==> src/rtl/assert_macros.svh <==
// ----------------------------------------------------------------------------
// Assertion macros
// Shared concurrent assertion forms, clocked on clock and quiet during reset.
// ----------------------------------------------------------------------------
`ifndef ASSERT_MACROS_SVH
`define ASSERT_MACROS_SVH

// Condition that must hold at every clock edge outside reset
`define SSP_ASSERT(lbl, expr) \
   lbl: assert property (@(posedge clock) disable iff (reset) (expr)) \
      else $error("ssp assertion failed");

// Condition that must hold in the cycle after the antecedent
`define SSP_ASSERT_NEXT(lbl, ante, cons) \
   lbl: assert property (@(posedge clock) disable iff (reset) (ante) |=> (cons)) \
      else $error("ssp next-cycle assertion failed");

`endif

==> src/rtl/ssp_pkg.sv <==
// ----------------------------------------------------------------------------
// ssp_pkg
// Types, widths and codes shared by the sparse set handle pool modules.
// ----------------------------------------------------------------------------
`timescale 1ns / 1ps

package ssp_pkg;

   // Pool size and derived widths
   localparam int CAPACITY    = 1024;
   localparam int HANDLE_W    = $clog2(CAPACITY);
   localparam int COUNT_W     = $clog2(CAPACITY + 1);
   localparam int IN_HANDLE_W = 16;
   localparam int RANGE_W     = IN_HANDLE_W + 1;
   localparam int OUT_W       = 10;

   // Commands
   localparam logic [1:0] CMD_ALLOC  = 2'd0;
   localparam logic [1:0] CMD_FREE   = 2'd1;
   localparam logic [1:0] CMD_LOOKUP = 2'd2;
   localparam logic [1:0] CMD_CHECK  = 2'd3;

   // Result status codes
   localparam logic [1:0] ST_OK      = 2'd0;
   localparam logic [1:0] ST_FULL    = 2'd1;
   localparam logic [1:0] ST_INVALID = 2'd2;

   typedef struct packed {
      logic [1:0]             command;
      logic [IN_HANDLE_W-1:0] handle_in;
   } req_type;

   typedef struct packed {
      logic [OUT_W-1:0] handle_out;
      logic [OUT_W-1:0] dense_index;
      logic             is_live;
      logic [1:0]       status;
   } rsp_type;

   // One table port: one write and one read per cycle
   typedef struct packed {
      logic                we;
      logic [HANDLE_W-1:0] waddr;
      logic [HANDLE_W-1:0] wdata;
      logic                re;
      logic [HANDLE_W-1:0] raddr;
   } ram_req_type;

   // Sequencer status seen by the top level
   typedef struct packed {
      logic               busy;
      logic [COUNT_W-1:0] live;
      logic [COUNT_W-1:0] hwm;
   } seq_stat_type;

   // Handle or index to the fixed output field width
   function automatic logic [OUT_W-1:0] to_out(input logic [HANDLE_W-1:0] v);
      logic [OUT_W+HANDLE_W-1:0] t;
      t = {{OUT_W{1'b0}}, v};
      return t[OUT_W-1:0];
   endfunction

endpackage

==> src/rtl/ssp_seq.sv <==
// ----------------------------------------------------------------------------
// ssp_seq
// Command sequencer: reads the sparse and dense tables, tests liveness,
// writes back the swap on free and keeps the live count and high-water mark.
// ----------------------------------------------------------------------------
`timescale 1ns / 1ps

module ssp_seq
   import ssp_pkg::*;
(
   input  logic                clock,
   input  logic                reset,
   input  logic                req_valid,
   output logic                req_ready,
   input  req_type             req_data,
   output ram_req_type         dense_port,
   input  logic [HANDLE_W-1:0] dense_rdata,
   output ram_req_type         sparse_port,
   input  logic [HANDLE_W-1:0] sparse_rdata,
   input  logic                out_busy,
   output logic                res_load,
   output rsp_type             res_data,
   output seq_stat_type        stat
);

   localparam logic [1:0] S_IDLE = 2'd0;
   localparam logic [1:0] S_LOOK = 2'd1;
   localparam logic [1:0] S_EXEC = 2'd2;
   localparam logic [1:0] S_SWAP = 2'd3;

   logic [1:0]             state_ff, state_in;
   logic [COUNT_W-1:0]     live_ff, live_in;
   logic [COUNT_W-1:0]     hwm_ff, hwm_in;
   logic [1:0]             cmd_ff;
   logic [IN_HANDLE_W-1:0] hdl_ff;
   logic [HANDLE_W-1:0]    addr_ff;
   logic [HANDLE_W-1:0]    last_ff, last_in;
   logic [HANDLE_W-1:0]    pos_ff, pos_in;

   logic                   accept;
   logic [COUNT_W-1:0]     live_dec;
   logic [HANDLE_W-1:0]    first_addr;
   logic [HANDLE_W-1:0]    hdl_addr;
   logic                   in_range;
   logic [HANDLE_W-1:0]    pos_dense;
   logic                   live_ok;

   assign accept   = req_valid && req_ready;
   assign req_ready = (state_ff == S_IDLE);
   assign live_dec = live_ff - COUNT_W'(1);
   assign hdl_addr = hdl_ff[HANDLE_W-1:0];
   assign in_range = RANGE_W'(hdl_ff) < RANGE_W'(CAPACITY);

   // Dense read on accept: slot at the live count for allocate, last live slot otherwise
   assign first_addr = (req_data.command == CMD_ALLOC) ? live_ff[HANDLE_W-1:0]
                                                       : live_dec[HANDLE_W-1:0];

   // Entries at or above the high-water mark were never written; their reset values are used instead
   always_comb begin
      last_in = (COUNT_W'(addr_ff) >= hwm_ff) ? addr_ff : dense_rdata;
      pos_in  = (COUNT_W'(hdl_addr) >= hwm_ff) ? '0 : sparse_rdata;
   end

   // Liveness test on the dense entry at the sparse position
   always_comb begin
      pos_dense = (COUNT_W'(pos_ff) >= hwm_ff) ? pos_ff : dense_rdata;
      live_ok   = in_range && (COUNT_W'(pos_ff) < live_ff)
                  && (IN_HANDLE_W'(pos_dense) == hdl_ff);
   end

   // Sequencing, table writes and result
   always_comb begin
      state_in    = state_ff;
      live_in     = live_ff;
      hwm_in      = hwm_ff;
      dense_port  = '0;
      sparse_port = '0;
      res_load    = 1'b0;
      res_data    = '0;

      case (state_ff)
         S_IDLE: begin
            if (accept) begin
               sparse_port.re    = 1'b1;
               sparse_port.raddr = req_data.handle_in[HANDLE_W-1:0];
               dense_port.re     = 1'b1;
               dense_port.raddr  = first_addr;
               state_in          = S_LOOK;
            end
         end
         S_LOOK: begin
            dense_port.re    = 1'b1;
            dense_port.raddr = pos_in;
            state_in         = S_EXEC;
         end
         S_EXEC: begin
            if (!out_busy) begin
               res_load = 1'b1;
               state_in = S_IDLE;
               case (cmd_ff)
                  CMD_ALLOC: begin
                     if (live_ff < COUNT_W'(CAPACITY)) begin
                        // Rewrite the slot so every entry below the mark holds real data
                        dense_port.we     = 1'b1;
                        dense_port.waddr  = live_ff[HANDLE_W-1:0];
                        dense_port.wdata  = last_ff;
                        sparse_port.we    = 1'b1;
                        sparse_port.waddr = last_ff;
                        sparse_port.wdata = live_ff[HANDLE_W-1:0];
                        live_in           = live_ff + COUNT_W'(1);
                        if (live_ff == hwm_ff) begin
                           hwm_in = hwm_ff + COUNT_W'(1);
                        end
                        res_data.handle_out = to_out(last_ff);
                     end else begin
                        res_data.status = ST_FULL;
                     end
                  end
                  CMD_FREE: begin
                     if (live_ok) begin
                        dense_port.we     = 1'b1;
                        dense_port.waddr  = pos_ff;
                        dense_port.wdata  = last_ff;
                        sparse_port.we    = 1'b1;
                        sparse_port.waddr = last_ff;
                        sparse_port.wdata = pos_ff;
                        live_in           = live_dec;
                        state_in          = S_SWAP;
                     end else begin
                        res_data.status = ST_INVALID;
                     end
                  end
                  CMD_LOOKUP: begin
                     if (live_ok) begin
                        res_data.dense_index = to_out(pos_ff);
                     end else begin
                        res_data.status = ST_INVALID;
                     end
                  end
                  default: begin
                     res_data.is_live = live_ok;
                  end
               endcase
            end
         end
         S_SWAP: begin
            // Freed handle goes to the old last live slot
            dense_port.we    = 1'b1;
            dense_port.waddr = addr_ff;
            dense_port.wdata = hdl_addr;
            state_in         = S_IDLE;
         end
         default: begin
            state_in = S_IDLE;
         end
      endcase
   end

   // Control state
   always_ff @(posedge clock) begin
      if (reset) begin
         state_ff <= S_IDLE;
         live_ff  <= '0;
         hwm_ff   <= '0;
      end else begin
         state_ff <= state_in;
         live_ff  <= live_in;
         hwm_ff   <= hwm_in;
      end
   end

   // Transaction payload
   always_ff @(posedge clock) begin
      if (accept) begin
         cmd_ff  <= req_data.command;
         hdl_ff  <= req_data.handle_in;
         addr_ff <= first_addr;
      end
      if (state_ff == S_LOOK) begin
         last_ff <= last_in;
         pos_ff  <= pos_in;
      end
   end

   assign stat.busy = (state_ff != S_IDLE);
   assign stat.live = live_ff;
   assign stat.hwm  = hwm_ff;

endmodule

==> config.mk <==
export PLATFORM = sky130hd
export DESIGN_NAME = ssp_seq
export DESIGN_NICKNAME = d
export VERILOG_FILES = /design/src/rtl/assert_macros.svh /design/src/rtl/ssp_pkg.sv /design/src/rtl/ssp_seq.sv
export SDC_FILE = /design/constraint.sdc
export NUM_CORES = 1
export LEC_CHECK = 0
export BUFFER_PORTS_ARGS = -buffer_cell sky130_fd_sc_hd__buf_2
export CORE_ASPECT_RATIO = 0.6
export CORE_MARGIN = 2
export CORE_UTILIZATION = 53
export DETAILED_ROUTE_END_ITERATION = 8
export PLACE_DENSITY = 0.81
export SLEW_MARGIN = 20
export SYNTH_ARGS = -nofsm -noshare
export SYNTH_HDL_FRONTEND = slang
export SYNTH_SLANG_ARGS = --single-unit
==> constraint.sdc <==
create_clock -name clock -period 3.9 [get_ports clock]
set_clock_uncertainty 0.1 [all_clocks]
set_input_delay 0.78 -clock clock [delete_from_list [all_inputs] [get_ports clock]]
set_output_delay 0.78 -clock clock [all_outputs]
set_load 0.02 [all_outputs]
# == After elaboration in Yosys (flattened, before gate mapping) ==
# Cells that the tools add are included.
# W data, S select, Z words.
# totals
elab_cells,80
out_inout_bits,112
latch_bits,0
mem_bits_ro,0
mem_count,0
ramBits,0
reg_bits,72
input_bits,42
# op_classes
n_div,0
muxes,38
n_reduce_logical,13
order_cmp,6
n_shift,0
mul,0
eq_ne,11
bitwise,1
n_addsub,3
# op_table
cell,n
$mux W21,7
$pmux W21 S2,3
$mux W10,8
$mux W11,5
$mux W23,2
$pmux W11 S2,2
$ge A10 B11 Y1,3
$add A11 B1 Y11 const B,2
$eq A10 B16 Y1,1
$lt A16 B11 Y1 const B,1
$eq A11 B11 Y1,1
$lt A10 B11 Y1,1
$lt A11 B11 Y1 const B,1
$sub A11 B1 Y11 const B,1
$mux W2,5
$reduce_and A5 Y1,2
$pmux W2 S4,1
$eq A2 B2 Y1 const B,3
$logic_not A2 Y1,3
$ne A2 B2 Y1 const B,3
$eq A2 B1 Y1 const B,2
$mux W1,4
$pmux W2 S2,1
$reduce_bool A2 Y1,2
other kinds (6),8

# == Logic depth before layout (Yosys ltp) ==
# Gate-level depths: netlist of run 1.
# depth
ltp_word,8
depth_mapped,13
depth_no_buf,10

# == Worst setup path before layout of run 1 ==
# No wires, ideal clock.
# synth_timing
kind,reg-to-output
from,register live_ff[6]
to,output sparse_port[21] in the netlist's numbering
n_path_buf,3
stages_incl_launch_ff,14
required_ps,3020
setup_slack_ps,13
arrival_time_ps,3007
cell_sequence,dfxtp_1 clkbuf_1 inv_1 ha_1 or3_1 a221oi_1 o21ai_1 a41oi_1 o211a_1 and4_4 buf_6 a31oi_1 buf_2 nor2b_1
# synth_rtl
item,line,source
"start, declared",ssp_seq.sv:32,"logic [COUNT_W-1:0] live_ff, live_in;"
"start signal, assigned",ssp_seq.sv:167,live_ff <= live_in;
"end, declared",ssp_seq.sv:18,"output ram_req_type sparse_port,"

==> results of run 1 <==
==> final cells by class <==
cell class	count	share of cell area (%)
inverters	46	2.307
well taps	135	2.257
multi-input cells	431	43.35
clock inverters	5	0.5016
repair buffers	224	22.34
flip-flops and latches	72	25.71
clock buffers	11	3.528
==> cells by family (layout without fill, tap and decap cells) <==
group	after synthesis	count (layout)	share of synthesized area [%]
compound gates	121	121	16.23
xor+xnor	42	42	6.914
fa+ha+maj	46	46	10.82
buf+inv	76	286	5.903
flops	72	72	36.12
mux	13	13	2.799
simple gates	209	209	21.21
==> cells in the final DEF, fill, tap and decap left out, types with 8 or more instances in the layout <==
| cell type | instances |
|---|---|
| a21o_1 | 16 |
| a21oi_1 | 19 |
| a221o_1 | 20 |
| and3_1 | 38 |
| and3_4 | 12 |
| buf_2 | 101 |
| buf_4 | 69 |
| buf_6 | 50 |
| clkbuf_16 | 12 |
| dfxtp_1 | 22 |
| edfxtp_1 | 48 |
| ha_1 | 40 |
| inv_1 | 43 |
| mux2_2 | 11 |
| nand2_1 | 34 |
| nand3_1 | 12 |
| nand4_1 | 12 |
| nor2_1 | 38 |
| nor2b_1 | 14 |
| nor3_1 | 8 |
| o21ai_0 | 26 |
| or3_1 | 10 |
| xnor2_1 | 35 |
==> synth_stat cells, types with 11 or more instances <==
master     n
a21o_1    16
a21oi_1   19
a221o_1   20
and3_1    49
clkbuf_1  23
dfxtp_1   24
edfxtp_1  48
ha_1      46
inv_1     45
mux2_2    11
nand2_1   34
nand3_1   12
nand4_1   12
nor2_1    38
nor2b_1   18
o21ai_0   27
or3_1     11
xnor2_1   35
==> layer usage <==
layer	share of wire, %	up-vias
li1	-	2521
met1	42	2669
met2	44	384
met3	12	49
met4	1.8	0
met5	0	-
==> timing repair <==
item,4_1_cts,5_1_grt
setup endpoints to repair,53,62
buffers inserted,5,12
pin swaps,12,39
resized for setup,87,49
cloned,0,3
==> state kept, by name, summed over array words and instances (netlist names) <==
register and cells:
addr_ff 10, cmd_ff 2, hdl_ff 16, hwm_ff 11, last_ff 10, live_ff 11
pos_ff 10, state_ff 2
==> power breakdown <==
part / leakage (nW) / switching, mW / internal [mW]
Combinational: 2.71 / 0.212 / 0.150
Sequential: 0.643 / 0.0459 / 0.858
Clock: 0.143 / 0.344 / 0.489
==> stage by stage <==
| step | power [mW] | setup slack (ns) | std cells | setup TNS [ns] | hold slack [ns] |
|---|---|---|---|---|---|
| after floorplan | 1.101 | 0.01284 | 579 | 0 | 0.4018 |
| after detailed placement | 1.243 | 0.07306 | 888 | 0 | 0.4296 |
| after global routing | 2.161 | -0.3053 | 924 | -10.26 | 0.4627 |
| after CTS | 2.067 | -0.1951 | 909 | -5.715 | 0.4397 |
| final | 2.099 | -0.2220 | 924 | -5.857 | 0.4474 |
| after global placement | 1.234 | 0.01710 | 888 | 0 | 0.4351 |
==> worst min-delay path, delay by kind of cell, from the launching register on <==
kind,cells,cell delay (ns)
compound gates,1,0.07
buf+inv,1,0.11
flops,1,0.31
==> how the worst max path moves through the flow <==
stage,from,to,slack (ns),cells past startpoint
finish,pos_ff[6],dense_port[17],-0.22,11
global placement,pos_ff[6],res_data[7],0.02,12
global route,pos_ff[0],dense_port[17],-0.31,12
floorplan,live_ff[6],sparse_port[21],0.01,13
CTS,pos_ff[6],dense_port[18],-0.20,10
detailed placement,pos_ff[5],res_data[7],0.07,12
==> impl_results.md, run 1 <==
- Status: finished, violations left
- Failing checks: negative setup slack
- Measured slew at the worst slew-check pin: 1.121 ns
- FP Rows: 28
- Reg area: slightly below 2000 um^2
- CTS buffer count: 9
- Antenna cells: 0
- Via count: 5,623
- Number of max-cap violations: 0
- Worst EP required: 3.02 ns
- Share of layout cells above drive strength 1: between 30 and 40%
- CTS root buf: clkbuf_16
- Core Area: about 9800 um^2
- Critical hold path startpoint: hwm_ff[10]
- Sinks on Clock Net: between 70 and 80
- RSZ-0062 raised after global routing: true
- Met1 Track Usage GR: between 50% and 60%
- Crit Path Max Fanout: 6
- Worst Hold End: hwm_ff[10]
- Vias per Instance: between 6 and 7
- Initial Utilization: ~54%
- M2 GR Usage: a little under three fifths
- Setup ws final: -0.2220 ns
- Count of input and output buffers: 153
- Part of the Yosys area used for sequential elements: 36.12%
- Vias in the first global route: 5,097
- Largest net degree at the start of global routing: 38
- Post-synth ARST share: 0%
- Clock transition at the registers of the reported paths: 0.06 ns
- Minimum clock period: slightly above 4 ns
- Global-route wire length before repair: around 29,000 um
- Fin. max-slew vios: 0
- Post-synth EDFFs: between 40 and 50
- #FFs+latches synth: approximately 70
- Average wire per standard cell: between 20 and 25 um
- WP data arrival: approximately 3.2 ns
- Critical R2R Capture: live_ff[10]
- Ys Warns: 0
- Worst Path Buf+Inv: 3
- HPWL after detailed placement: ~15,000 um
- Fill cells: 692
- Synthesized instance count: 579
- Residual DRC count: 0
- Worst VDD drop: ~0.23 mV
- Most Crowded Layer GR: met2
- PwrDens: 280.5 nW/um^2
- Fmax: 242.6 MHz
- Worst R2R Path Depth: 13
- Gr usage total: 36.39%
- Slowest stage cell, crit path: edfxtp_1
- Worst R2R Start: pos_ff[6]
- Largest area contributor in the netlist: edfxtp_1
- Placed instance area: 6516 um^2
- Final Hold Fails: 0
- Post-route cell area: roughly 7500 um^2
- Pre-antenna DRT Iters: 5
- Syn nets: 667
- Hold Crit Class: flip-flop to flip-flop
- I/O pin cnt: about 150
- Cell area after synthesis: roughly 5300 um^2
- Multi-input gate area: around 3200 um^2
- Fin nets: around 870
- Largest stage delay, worst path: around 0.46 ns
- Post-layout util: 76.29%
- WL final: 20,630 um
- Final Wtd Congestion: 1.022
- Antenna viol nets, final: 0
- Leakage: 3.501 nW
- Period utilisation layout: 105.7%
- Synth top area share: between 20% and 30%
- Worst Hold Depth: 2
- Library cells used by synthesis: 61
- Synth top area cells: edfxtp_1 (27%), ha_1 (11%), dfxtp_1 (9.0%)
- Initial antenna violation count: 1
- Mean post-synth cell area: 9.188 um^2
- FF-to-FF setup slack: about 0.49 ns
- Layout area overhead: 40.66%
- H-tree level count: 3
- Ys flop type: edfxtp_1
- Crit path cell chain: buf_6 -> ha_4 -> nand4_1 -> o32a_1 -> and2_4 -> mux2_4 -> and4_4 -> and3_4 -> buf_12 -> a221o_1 -> buf_6
- Die height: between 80 and 90 um
- Delay-heaviest family, CP: compound AO/OA/AOI/OAI gates
- Die area: about 11,000 um^2
- Die Width: 133.3 um
- Later-pin clock latency in the skew report: between 0.3 and 0.4 ns
- Worst setup EP type: output pin
- CTS tree: done
- Starting DRC count in detailed routing: approximately 570
- CP Class: flip-flop to output pin
- Met3 usage: approximately a tenth
- Setup crit start kind: flip-flop
- Deepest clock path buffer count: 2
- Setup violations, final: 44
- Slew Limit Headroom: approximately 25%
- Worst path most repeated cell: buf_6
- Gr ovfl total: 0
- Count of hold-fix buffers inserted at cts: 0
(Power assumes the default switching activity.)
==> run 2, diff against run 1 <==
--- a/config.mk
+++ b/config.mk
@@ -6,12 +6,11 @@
 export NUM_CORES = 1
 export LEC_CHECK = 0
 export BUFFER_PORTS_ARGS = -buffer_cell sky130_fd_sc_hd__buf_2
-export CORE_ASPECT_RATIO = 0.6
 export CORE_MARGIN = 2
-export CORE_UTILIZATION = 53
+export CORE_UTILIZATION = 40
 export DETAILED_ROUTE_END_ITERATION = 8
-export PLACE_DENSITY = 0.81
 export SLEW_MARGIN = 20
 export SYNTH_ARGS = -nofsm -noshare
 export SYNTH_HDL_FRONTEND = slang
 export SYNTH_SLANG_ARGS = --single-unit
+export TNS_END_PERCENT = 100
==> impl_results.md, run 2 (synthesis results as in run 1) <==
- Status: finished, violations left
- Failing checks: negative setup slack
- I/O pin cnt: 154 (unchanged)
- Setup violations, final: 37 (-16%)
- Number of max-cap violations: 0 (unchanged)
- Initial Utilization: 40.50% (-14 points)
- Measured slew at the worst slew-check pin: 1.056 ns (-0.06464 ns)
- Average wire per standard cell: 21.31 um (-4.6%)
- Deepest clock path buffer count: 2 (unchanged)
- Share of layout cells above drive strength 1: 35.42% (-1.8 points)
- Clock transition at the registers of the reported paths: 0.06 ns (about the same)
- CTS tree: done
- Later-pin clock latency in the skew report: 0.35 ns (about the same)
- Setup crit start kind: flip-flop
- Post-layout util: 55.54% (-21 points)
- Worst VDD drop: 0.2247 mV (-0.84%)
- RSZ-0062 raised after global routing: true
- Final Hold Fails: 0 (unchanged)
- Worst EP required: 3.02 ns (about the same)
- Die height: 119.3 um (+46%)
- Die area: 14,240 um^2 (+31%)
- Fin nets: 865 (-0.80%)
- Reg with most FFs: hdl_ff
- Commonest non-fill, non-tap cell in the layout: buf_2
- Setup ws final: -0.09623 ns (+0.1257 ns)
- Count of input and output buffers: 153 (unchanged)
- Fin. max-slew vios: 0 (unchanged)
- Final Wtd Congestion: 0.9450 (-7.5%)
- Hold Crit Class: flip-flop to flip-flop
- CTS buffer count: 9 (unchanged)
- Starting DRC count in detailed routing: 441 (-22%)
- Minimum clock period: 3.996 ns (-0.1257 ns)
- Antenna viol nets, final: 0 (unchanged)
- Max reg flops: 16 (unchanged)
- Largest net degree at the start of global routing: 40 (+5.3%)
- Period utilisation layout: 102.5% (-3.2 points)
- Pre-antenna DRT Iters: 5 (unchanged)
- PwrDens: 293.4 nW/um^2 (+4.6%)
- Residual DRC count: 0 (unchanged)
- WL final: 20,420 um (-1.0%)
- Initial antenna violation count: 0 (-1)
- Core Area: 13,140 um^2 (+34%)
- WP data arrival: 3.12 ns (-0.12 ns)
- Layout area overhead: 37.16%
- Global-route wire length before repair: 30,930 um (+5.5%)
- Leakage: 3.478 nW (-0.65%)
- CP Class: flip-flop to output pin
- Gr usage total: 28.32% (-8.1 points)
- Crit Path Max Fanout: 8 (+2)
- Vias in the first global route: 5,532 (+8.5%)
- Via count: 5,572 (-0.91%)
- HPWL after detailed placement: 14,980 um (-1.1%)
- Sinks on Clock Net: 72 (unchanged)
- Count of hold-fix buffers inserted at cts: 0 (unchanged)
- Setup tns final: -1.728 ns (+4.129 ns)
- Worst Hold Depth: 2 (unchanged)
- Worst setup EP type: output pin
- H-tree level count: 3 (unchanged)
- Largest regs: hdl_ff (16), hwm_ff (11), live_ff (11)
- Commonest non-fill, non-tap cells in the layout: buf_2 (117), buf_4 (68), and3_1 (49)
- Worst R2R Path Depth: 11 (-2)
- FP Rows: 42 (+50%)
- Die Width: 119.3 um (-11%)
- Vias per Instance: 5.816 (-4.4%)
- Fmax: 250.2 MHz (+3.1%)
- Gr ovfl total: 0 (unchanged)
- Slew Limit Headroom: 29.58% (+4.3 points)
- Antenna cells: 0 (unchanged)
- CTS root buf: clkbuf_16
[run 2: cell count changes in the layout (fill, tap and decap cells not counted), moves of 2 or more]
cell,previous run,this run
and3_1,38,49
buf_6,50,29
inv_6,1,3
buf_2,101,117
clkbuf_16,12,9
and3_4,12,3
nor2b_4,0,4
nor2b_2,4,2
nor2b_1,14,12
[run 2: critical path: stages, from the launching register on]
cell and delay, ns:
edfxtp_1 0.52, ha_4 0.30, a21o_1 0.16, a21oi_2 0.13
o32a_1 0.24, and2_4 0.18, mux2_4 0.30, and4_4 0.19
and3_4 0.24, a221o_1 0.37, buf_6 0.14
[run 2: layout make-up]
class,count,area (um^2)
sequential,72,1924
timing repair buffer,214,1423
clock buffer,9,225.2
fill,1223,5841
multi-input combinational,434,3248
clock inverter,7,83.83
inverter,46,172.7
tap,176,220.2
[run 2: repair_timing]
| action | CTS | global route |
|---|---|---|
| cloned | 3 | 1 |
| resized for setup | 57 | 41 |
| buffers inserted | 8 | 5 |
| endpoints found under the setup margin | 53 | 60 |
| pin swaps | 29 | 6 |
[run 2: path summary, 6_finish.rpt]
path | start | end | slack [ns]
worst min-delay path | hwm_ff[7] | hwm_ff[7] | 0.44
worst min register to register | hwm_ff[7] | hwm_ff[7] | 0.44
worst max register to register | pos_ff[8] | live_ff[1] | 0.66
worst max-delay path | pos_ff[8] | dense_port[11] | -0.1
[run 2: routing by layer]
layer | vias to the layer above | track usage [%] | share of wire, %
met4 | 0 | 11.54 | 3.5
met5 | - | 0 | 0
li1 | 2521 | - | -
met3 | 59 | 4.454 | 7.3
met1 | 2698 | 36.88 | 42
met2 | 294 | 46.98 | 48
[run 2: power breakdown]
group / total (mW) / internal (mW) / leakage (nW) / switching [mW]
registers: 0.903 / 0.858 / 0.643 / 0.0452
logic: 0.359 / 0.150 / 2.69 / 0.209
clock network: 0.879 / 0.508 / 0.149 / 0.370
total: 2.14 / 1.52 / 3.48 / 0.625
[run 2: through the flow]
step / total power, mW / std cells / hold WS, ns / area, um^2 / setup WS (ns)
2_1_floorplan: 1.101 / 579 / 0.4018 / 5320 / 0.01284
3_3_place_gp: 1.236 / 925 / 0.4406 / 6525 / 0.1220
3_5_place_dp: 1.243 / 925 / 0.4529 / 6525 / 0.06159
4_1_cts: 2.126 / 952 / 0.4761 / 7117 / -0.05193
5_1_grt: 2.210 / 958 / 0.4551 / 7297 / -0.1627
6_report: 2.141 / 958 / 0.4381 / 7297 / -0.09623
==> run 3, diff against run 2 <==
--- a/config.mk
+++ b/config.mk
@@ -5,10 +5,12 @@
 export SDC_FILE = /design/constraint.sdc
 export NUM_CORES = 1
 export LEC_CHECK = 0
+export ABC_AREA = 1
 export BUFFER_PORTS_ARGS = -buffer_cell sky130_fd_sc_hd__buf_2
 export CORE_MARGIN = 2
 export CORE_UTILIZATION = 40
 export DETAILED_ROUTE_END_ITERATION = 8
+export SETUP_SLACK_MARGIN = 0.1
 export SLEW_MARGIN = 20
 export SYNTH_ARGS = -nofsm -noshare
 export SYNTH_HDL_FRONTEND = slang
==> impl_results.md, run 3 <==
- Leakage: 4.051 nW (+16%)
- Final Hold Fails: 0 (unchanged)
- Share of layout cells above drive strength 1: 32.46% (-3.0 points)
- Deepest clock path buffer count: 2 (unchanged)
- Cell with the most instances after synthesis: nand2_1
- Sw frac: 31.40% (+2.2 points)
- Placed instance area: 7106 um^2 (+8.9%)
- Pre-CTS WS: 0.07487 ns (+0.01328 ns)
- Later-pin clock latency in the skew report: 0.36 ns (about the same)
- Critical hold path startpoint: live_ff[10]
- Post-synth EDFFs: 48 (unchanged)
- Ys flop type: edfxtp_1
- Gr usage total: 26.97% (-1.4 points)
- Sinks on Clock Net: 72 (unchanged)
- Global-route wire length before repair: 32,090 um (+3.8%)
- Worst Hold Depth: 2 (unchanged)
- HPWL after detailed placement: 16,690 um (+11%)
- Sequential Power Share: 40.5% (-1.7 points)
- PwrDens: 279.4 nW/um^2 (-4.8%)
- FP Rows: 44 (+4.8%)
- CP Class: flip-flop to output pin
- Largest net degree at the start of global routing: 24 (-40%)
- Initial antenna violation count: 0 (unchanged)
- Setup ws final: -0.1545 ns (-0.05828 ns)
- CTS tree: done
- Gr ovfl total: 0 (unchanged)
- Post-synth ARST share: 0% (unchanged)
- Fmax: 246.6 MHz (-1.4%)
- CTS buffer count: 9 (unchanged)
- Die height: 124.5 um (+4.3%)
- Status: finished, violations left
- RSZ-0062 raised after global routing: true
- Setup tns final: -4.007 ns (-2.279 ns)
- Measured slew at the worst slew-check pin: 0.9228 ns (-0.1335 ns)
- CP startpoint: pos_ff[5]
- Vias in the first global route: 5,801 (+4.9%)
- Synth top area cells: edfxtp_1 (25%), nand2_1 (14%), ha_1 (9.9%)
- Antenna viol nets, final: 0 (unchanged)
- Via count: 6,286 (+13%)
- Clock share of power: 39.9% (-1.1 points)
- Residual DRC count: 0 (unchanged)
- Worst EP required: 3.02 ns (about the same)
- Cell area after synthesis: 5804 um^2 (+9.1%)
- Ys Warns: 0 (unchanged)
- Fin nets: 1,115 (+29%)
- Worst VDD drop: 0.1666 mV (-26%)
- H-tree level count: 3 (unchanged)
- Worst R2R Path Depth: 20 (+9)
- CTS root buf: clkbuf_16
- Number of max-cap violations: 0 (unchanged)
- Combinational Power Share: 19.6% (+2.8 points)
- Hold Crit Class: flip-flop to flip-flop
- Setup violations, final: 52 (+41%)
- Worst Hold End: live_ff[10]
- Average wire per standard cell: 17.85 um (-16%)
- Synth top area share: 24.83% (-2.3 points)
- Critical R2R Capture: live_ff[9]
- Slew Limit Headroom: 38.41% (+8.8 points)
- Largest regs: hdl_ff (16), hwm_ff (11), live_ff (11)
- Synthesized instance count: 820 (+42%)
- WL final: 21,700 um (+6.3%)
- Clock transition at the registers of the reported paths: 0.06 ns (about the same)
- Minimum clock period: 4.055 ns (+0.05828 ns)
- Part of the Yosys area used for sequential elements: 33.11% (-3.0 points)
- Antenna cells: 0 (unchanged)
- Die area: 15,490 um^2 (+8.8%)
- Count of hold-fix buffers inserted at cts: 0 (unchanged)
- Largest area contributor in the netlist: edfxtp_1
- FF-to-FF setup slack: 0.73 ns (+0.07 ns)
- Commonest non-fill, non-tap cells in the layout: nand2_1 (199), inv_1 (105), buf_2 (103)
- Commonest non-fill, non-tap cell in the layout: nand2_1
- Fin. max-slew vios: 0 (unchanged)
- Vias per Instance: 5.169 (-11%)
- Crit Path Max Fanout: 11 (+3)
- Syn nets: 908 (+36%)
- #FFs+latches synth: 72 (unchanged)
- Starting DRC count in detailed routing: 508 (+15%)
- Initial Utilization: 40.40% (-0.10 points)
- P_sw: 0.7022 mW (+12%)
- Reg with most FFs: hdl_ff
- Count of input and output buffers: 153 (unchanged)
- Max reg flops: 16 (unchanged)
- Library cells used by synthesis: 43 (-30%)
- Post-synth top cells: nand2_1 (221), inv_1 (113), nor2_1 (74), nand3_1 (63), edfxtp_1 (48)
- Setup crit start kind: flip-flop
- Pre-antenna DRT Iters: 5 (unchanged)
- Layout area overhead: 37.92%
- Final Wtd Congestion: 0.9611 (+1.7%)
- Core Area: 14,370 um^2 (+9.4%)
- I/O pin cnt: 154 (unchanged)
- Failing checks: negative setup slack
- Period utilisation layout: 104.0% (+1.5 points)
- Die Width: 124.5 um (+4.3%)
- Int Power: 1.534 mW (+1.2%)
- Post-route cell area: 8005 um^2 (+9.7%)
- WP data arrival: 3.17 ns (+0.05 ns)
- Worst R2R Start: pos_ff[5]
- Mean post-synth cell area: 7.078 um^2 (-23%)
- Worst setup EP type: output pin
-- run 3: cells by family (layout without fill, tap and decap cells) --
kind of cell	Yosys count	count (layout)	share of synthesized area (%)
DFF	72	72	33.11
muxes	4	4	0.6898
adders and majority gates	46	46	9.916
AOI/OAI and AO/OA	105	105	10.78
buffers and inverters	155	366	10.82
and+or+nand+nor	419	420	31.82
xor gates and xnor gates	19	19	2.867
-- run 3: timing repair --
action	CTS	global route
buffers inserted	4	9
gates cloned	0	2
pin swaps	2	22
gates resized for setup	43	101
endpoints found under the setup margin	54	55
-- run 3: critical path: stages (launching register included) --
cell and delay, ns:
edfxtp_1 0.43, ha_1 0.31, nand2_1 0.11, inv_1 0.04, nand2_1 0.07, nand2_2 0.07
a21oi_4 0.29, buf_6 0.15, buf_4 0.10, nand3_2 0.06, nand3_2 0.06, nand2_1 0.04
nor2_1 0.09, nand2_1 0.09, nor2_2 0.16, nand2_4 0.11, o21ai_4 0.15, buf_12 0.16
inv_2 0.04, o21bai_1 0.12, buf_4 0.16
-- run 3: power by group through the flow --
stage | registers, mW | logic, mW | clock network (mW)
after floorplan | 0.900 | 0.260 | 0
after global routing | 0.908 | 0.483 | 0.928
after global placement | 0.921 | 0.396 | 0
final | 0.906 | 0.438 | 0.893
after CTS | 0.904 | 0.406 | 0.899
after detailed placement | 0.921 | 0.396 | 0
-- run 3: metal layers --
| metal | up-vias | global-route usage, % | share of wire, % |
|---|---|---|---|
| li1 | 3107 | - | - |
| met1 | 2863 | 33.62 | 41 |
| met2 | 268 | 44.84 | 47 |
| met3 | 48 | 5.971 | 7.7 |
| met4 | 0 | 11.70 | 3.7 |
| met5 | - | 0 | 0 |
-- run 3: final cells by class --
type                            count  area [um^2]
Timing Repair Buffer              227         1564
Clock inverter                      7        83.83
Inverter                          122        462.9
Timing Repair inverter              1        5.005
Fill cell                        1416         6364
Sequential cell                    72         1922
Tap cell                          184        230.2
Multi-Input combinational cell    594         3512
Clock buffer                        9        225.2
-- run 3: worst max-delay path by stage --
| stage | cells past startpoint | slack (ns) | to |
|---|---|---|---|
| floorplan | 18 | 0.12 | res_data[1] |
| global placement | 21 | 0.09 | dense_port[23] |
| detailed placement | 21 | 0.07 | dense_port[22] |
| CTS | 19 | -0.08 | dense_port[17] |
| global route | 20 | -0.39 | dense_port[17] |
| finish | 20 | -0.15 | dense_port[17] |
-- run 3: per-stage QoR --
| step | hold slack (ns) | util, % | std cells | power [mW] |
|---|---|---|---|---|
| CTS | 0.4274 | 52.73 | 1205 | 2.209 |
| detailed placement | 0.4182 | 49.45 | 1185 | 1.317 |
| floorplan | 0.4529 | - | 820 | 1.160 |
| global placement | 0.4136 | 49.45 | 1185 | 1.317 |
| global route | 0.4540 | 55.71 | 1216 | 2.319 |
| finish | 0.4265 | 55.71 | 1216 | 2.237 |
